`src/mvsm_ram.sv`:
```
`default_nettype none
module mvsm_ram #(
   parameter int WIDTH = 16,
   parameter int DEPTH = 256
) (
   input  wire logic                     clock,
   input  wire logic                     we,
   input  wire logic [$clog2(DEPTH)-1:0] waddr,
   input  wire logic [WIDTH-1:0]         wdata,
   input  wire logic [$clog2(DEPTH)-1:0] raddr,
   output logic      [WIDTH-1:0]         rdata
);
   logic [WIDTH-1:0] mem [0:DEPTH-1];

   always_ff @(posedge clock) begin
      if (we) begin
         mem[waddr] <= wdata;
      end
      rdata <= mem[raddr];
   end
endmodule
`default_nettype wire

```
`config.mk`:
```
export PLATFORM = sky130hd
export DESIGN_NAME = mvsm_ram
export DESIGN_NICKNAME = d
export VERILOG_FILES = /design/src/mvsm_ram.sv
export SDC_FILE = /design/constraint.sdc
export NUM_CORES = 2
export LEC_CHECK = 0
export BUFFER_PORTS_ARGS = -buffer_cell sky130_fd_sc_hd__buf_4
export CORE_ASPECT_RATIO = 0.8
export CORE_MARGIN = 2
export CORE_UTILIZATION = 55
export DETAILED_ROUTE_END_ITERATION = 7
export PLACE_DENSITY_LB_ADDON = 0.05
export SYNTH_ARGS = -nofsm -noshare
export SYNTH_HDL_FRONTEND = slang
export SYNTH_SLANG_ARGS = --single-unit
```
`constraint.sdc`:
```
create_clock -name clock -period 7.19 [get_ports clock]
set_input_delay 0.3595 -clock clock [delete_from_list [all_inputs] [get_ports clock]]
set_output_delay 0.3595 -clock clock [all_outputs]
set_load 0.05 [all_outputs]
```
==> results.toml <==
[sta]
slew_violations = 0
finalCritPeriodShare_pct = 56.2
finClkSkew_ps = 47.0
relSlewSlack_pct = 2.38
worstMarginPinSlew_ps = 1450
holdWs_ps = -9.43
rsz0062_at_grt = "no"
fin_tns_setup_ps = 0
finalHoldViolCount = 2
fmax_mhz = 247
setup_viol = 0
fin_crit_ps = 4040

[global_routing]
antenna_found_initial = 22
grt_max_degree = 158
grt_pass1_wl_um = 602000
grt_pass1_vias = 76973
grt_overflow = 0
track_usage_pct = 29.4

[detailed_routing]
routedWlPerCell_um = 36.1
vias = 79590
drt-initial-drc-count = 11396
ant_nets = 0
drc_errors = 0
viasPerCell = 6.69
met3WireLength_um = 43400
drt_wl_total_um = 429000
met1Wirelength_um = 180000
highest_layer = "met5"
dr.pass1.iters = 6
dr_wl_met2_um = 195000

[clocking]
cts_tree = "built"
cts_resized = 0
clock_latency_ps = 900
root_buffer = "clkbuf_16"
clock-sinks = 4112
ctsLongestPathBuffers = 4
htreeDepth = 5
cts-buffers-inserted = 398
clkTransAtPathRegs_ps = 60

[outcome]
status = "finished, violations left"
violations = "negative hold slack"

[synthesis]
synth_flop_cell = "edfxtp_1"
synthArstFlopShare_pct = 0
syn_avg_cell_area_um2 = 21.6
ys_ff_latch = 4112
synthCells = 7360
ys_seq_area_share_pct = 77.7
syn_nets = 7394
netlist_area_um2 = 159000
ys_warn_count = 0
ys_types = 52
synth_edf_count = 4096

[layout]
final_common_cell = "edfxtp_1"
nNetsFinal = 7773
drive_gt1_share_pct = 25.0
instances_no_fill = 11897
finish.utilization_pct = 62.0
mostFrequentLayoutCells = "edfxtp_1, mux4_2, mux2i_1"
syn2layout_area_growth_pct = 12.2
final_area_um2 = 178000

[floorplan]
coreArea_um2 = 287000
io_pins = 50
num_rows = 176
die_area_um2 = 293000
die_w_um = 605
initial_core_util_pct = 55.3
die-height_um = 484

[power_and_ir_drop]
p_leak_nw = 56.3
power_mw = 49.8
ir_drop_mv = 0.232
cellPowerDensity_nw_per_um2 = 280

[critical_path]
worstSetupEndpointType = "register"
cp-start-kind = "primary input"
crit_fanout = 120
required_ps = 7990
crit_arrival_ps = 4840
worstSetupPathType = "in2reg"

[placed_design]
dp_cells = 11154
dp_hpwl_um = 252000
io_buffers = 49
gp_congestion = 0.851
post_dp_cell_area_um2 = 165000

[hold_path]
hold_class = "in2reg"

[run]
drv_cap = 0
## worst max-delay path, cell delays in order
cell     delay, ps
buf_8          510
buf_12         620
buf_4          670
mux4_2         360
or2_2          120
o32ai_1        120
a21oi_1        940
nand4_1        620
nor4_1         370
## layer usage
| metal | track usage, % | up-vias |
|---|---|---|
| met3 | 5.41 | 624 |
| met2 | 43.7 | 4195 |
| met5 | 0 | - |
| met1 | 45.6 | 42688 |
| met4 | 7.11 | 10 |
| li1 | - | 32073 |
## per-stage QoR
stage          hold WS (ps)  setup WS, ps
2_1_floorplan           458          4670
3_3_place_gp            817          1760
3_5_place_dp            823          2370
4_1_cts                14.9          3320
5_1_grt                10.7          3060
6_report              -9.43          3150
## report_power, final
| part | total [mW] | internal (mW) | switching [mW] |
|---|---|---|---|
| combinational | 2.50 | 0.813 | 1.69 |
| clock | 20.8 | 12.0 | 8.80 |
| sequential | 26.5 | 26.4 | 0.0464 |
## registers in the layout (all words and copies together), names as in the netlist
signal,cells
mem,4096
rdata,16
## cells in the mapped netlist (27+ instances only)
library cell | instances | share of area, %
edfxtp_1 | 4096 | 77
mux4_2 | 797 | 11
mux2i_1 | 565 | 3.6
nor2_1 | 304 | 0.72
o221ai_1 | 252 | 1.4
clkbuf_1 | 230 | 0.54
a21oi_1 | 175 | 0.55
o22ai_1 | 148 | 0.58
nor3_1 | 92 | 0.29
mux2_2 | 88 | 0.62
buf_6 | 77 | 0.55
buf_2 | 76 | 0.24
a22oi_1 | 43 | 0.20
nand2_1 | 38 | 0.090
o21ai_0 | 37 | 0.12
nand3_1 | 35 | 0.11
a22o_1 | 32 | 0.18
a221oi_1 | 28 | 0.15
buf_1 | 27 | 0.064
## worst paths after layout
| check | startpoint | endpoint | slack, ps | cells past startpoint |
|---|---|---|---|---|
| setup / recovery | raddr[1] | rdata[11] | 3150 | 9 |
| hold reg to reg | mem[194][11] | rdata[11] | 1100 | 6 |
| hold / removal | wdata[0] | mem[120][0] | -9 | 1 |
| setup reg to reg | mem[143][7] | rdata[7] | 3780 | 6 |
## what timing repair did
item	4_1_cts	5_1_grt
setup buffers	0	0
endpoints found under the hold margin	487	0
hold buffers	12	0
## layout make-up
| class | count | area, um2 |
|---|---|---|
| well taps | 3827 | 4790 |
| clock inverters | 224 | 2240 |
| flip-flops and latches | 4112 | 123000 |
| diodes | 6 | 15.0 |
| inverters | 4 | 27.5 |
| repair buffers | 431 | 3820 |
| fillers | 19818 | 109000 |
| clock buffers | 501 | 10600 |
| multi-input cells | 2792 | 33200 |
## cells by family after synthesis
family	count (synthesis)	synth area share, %
AND/OR/NAND/NOR	556	1.57
flip-flops	4112	77.7
buffers and inverters	456	1.69
AO/OA/AOI/OAI	786	3.54
multiplexers	1450	15.5
Note: power is estimated with default switching activity, not from simulation.
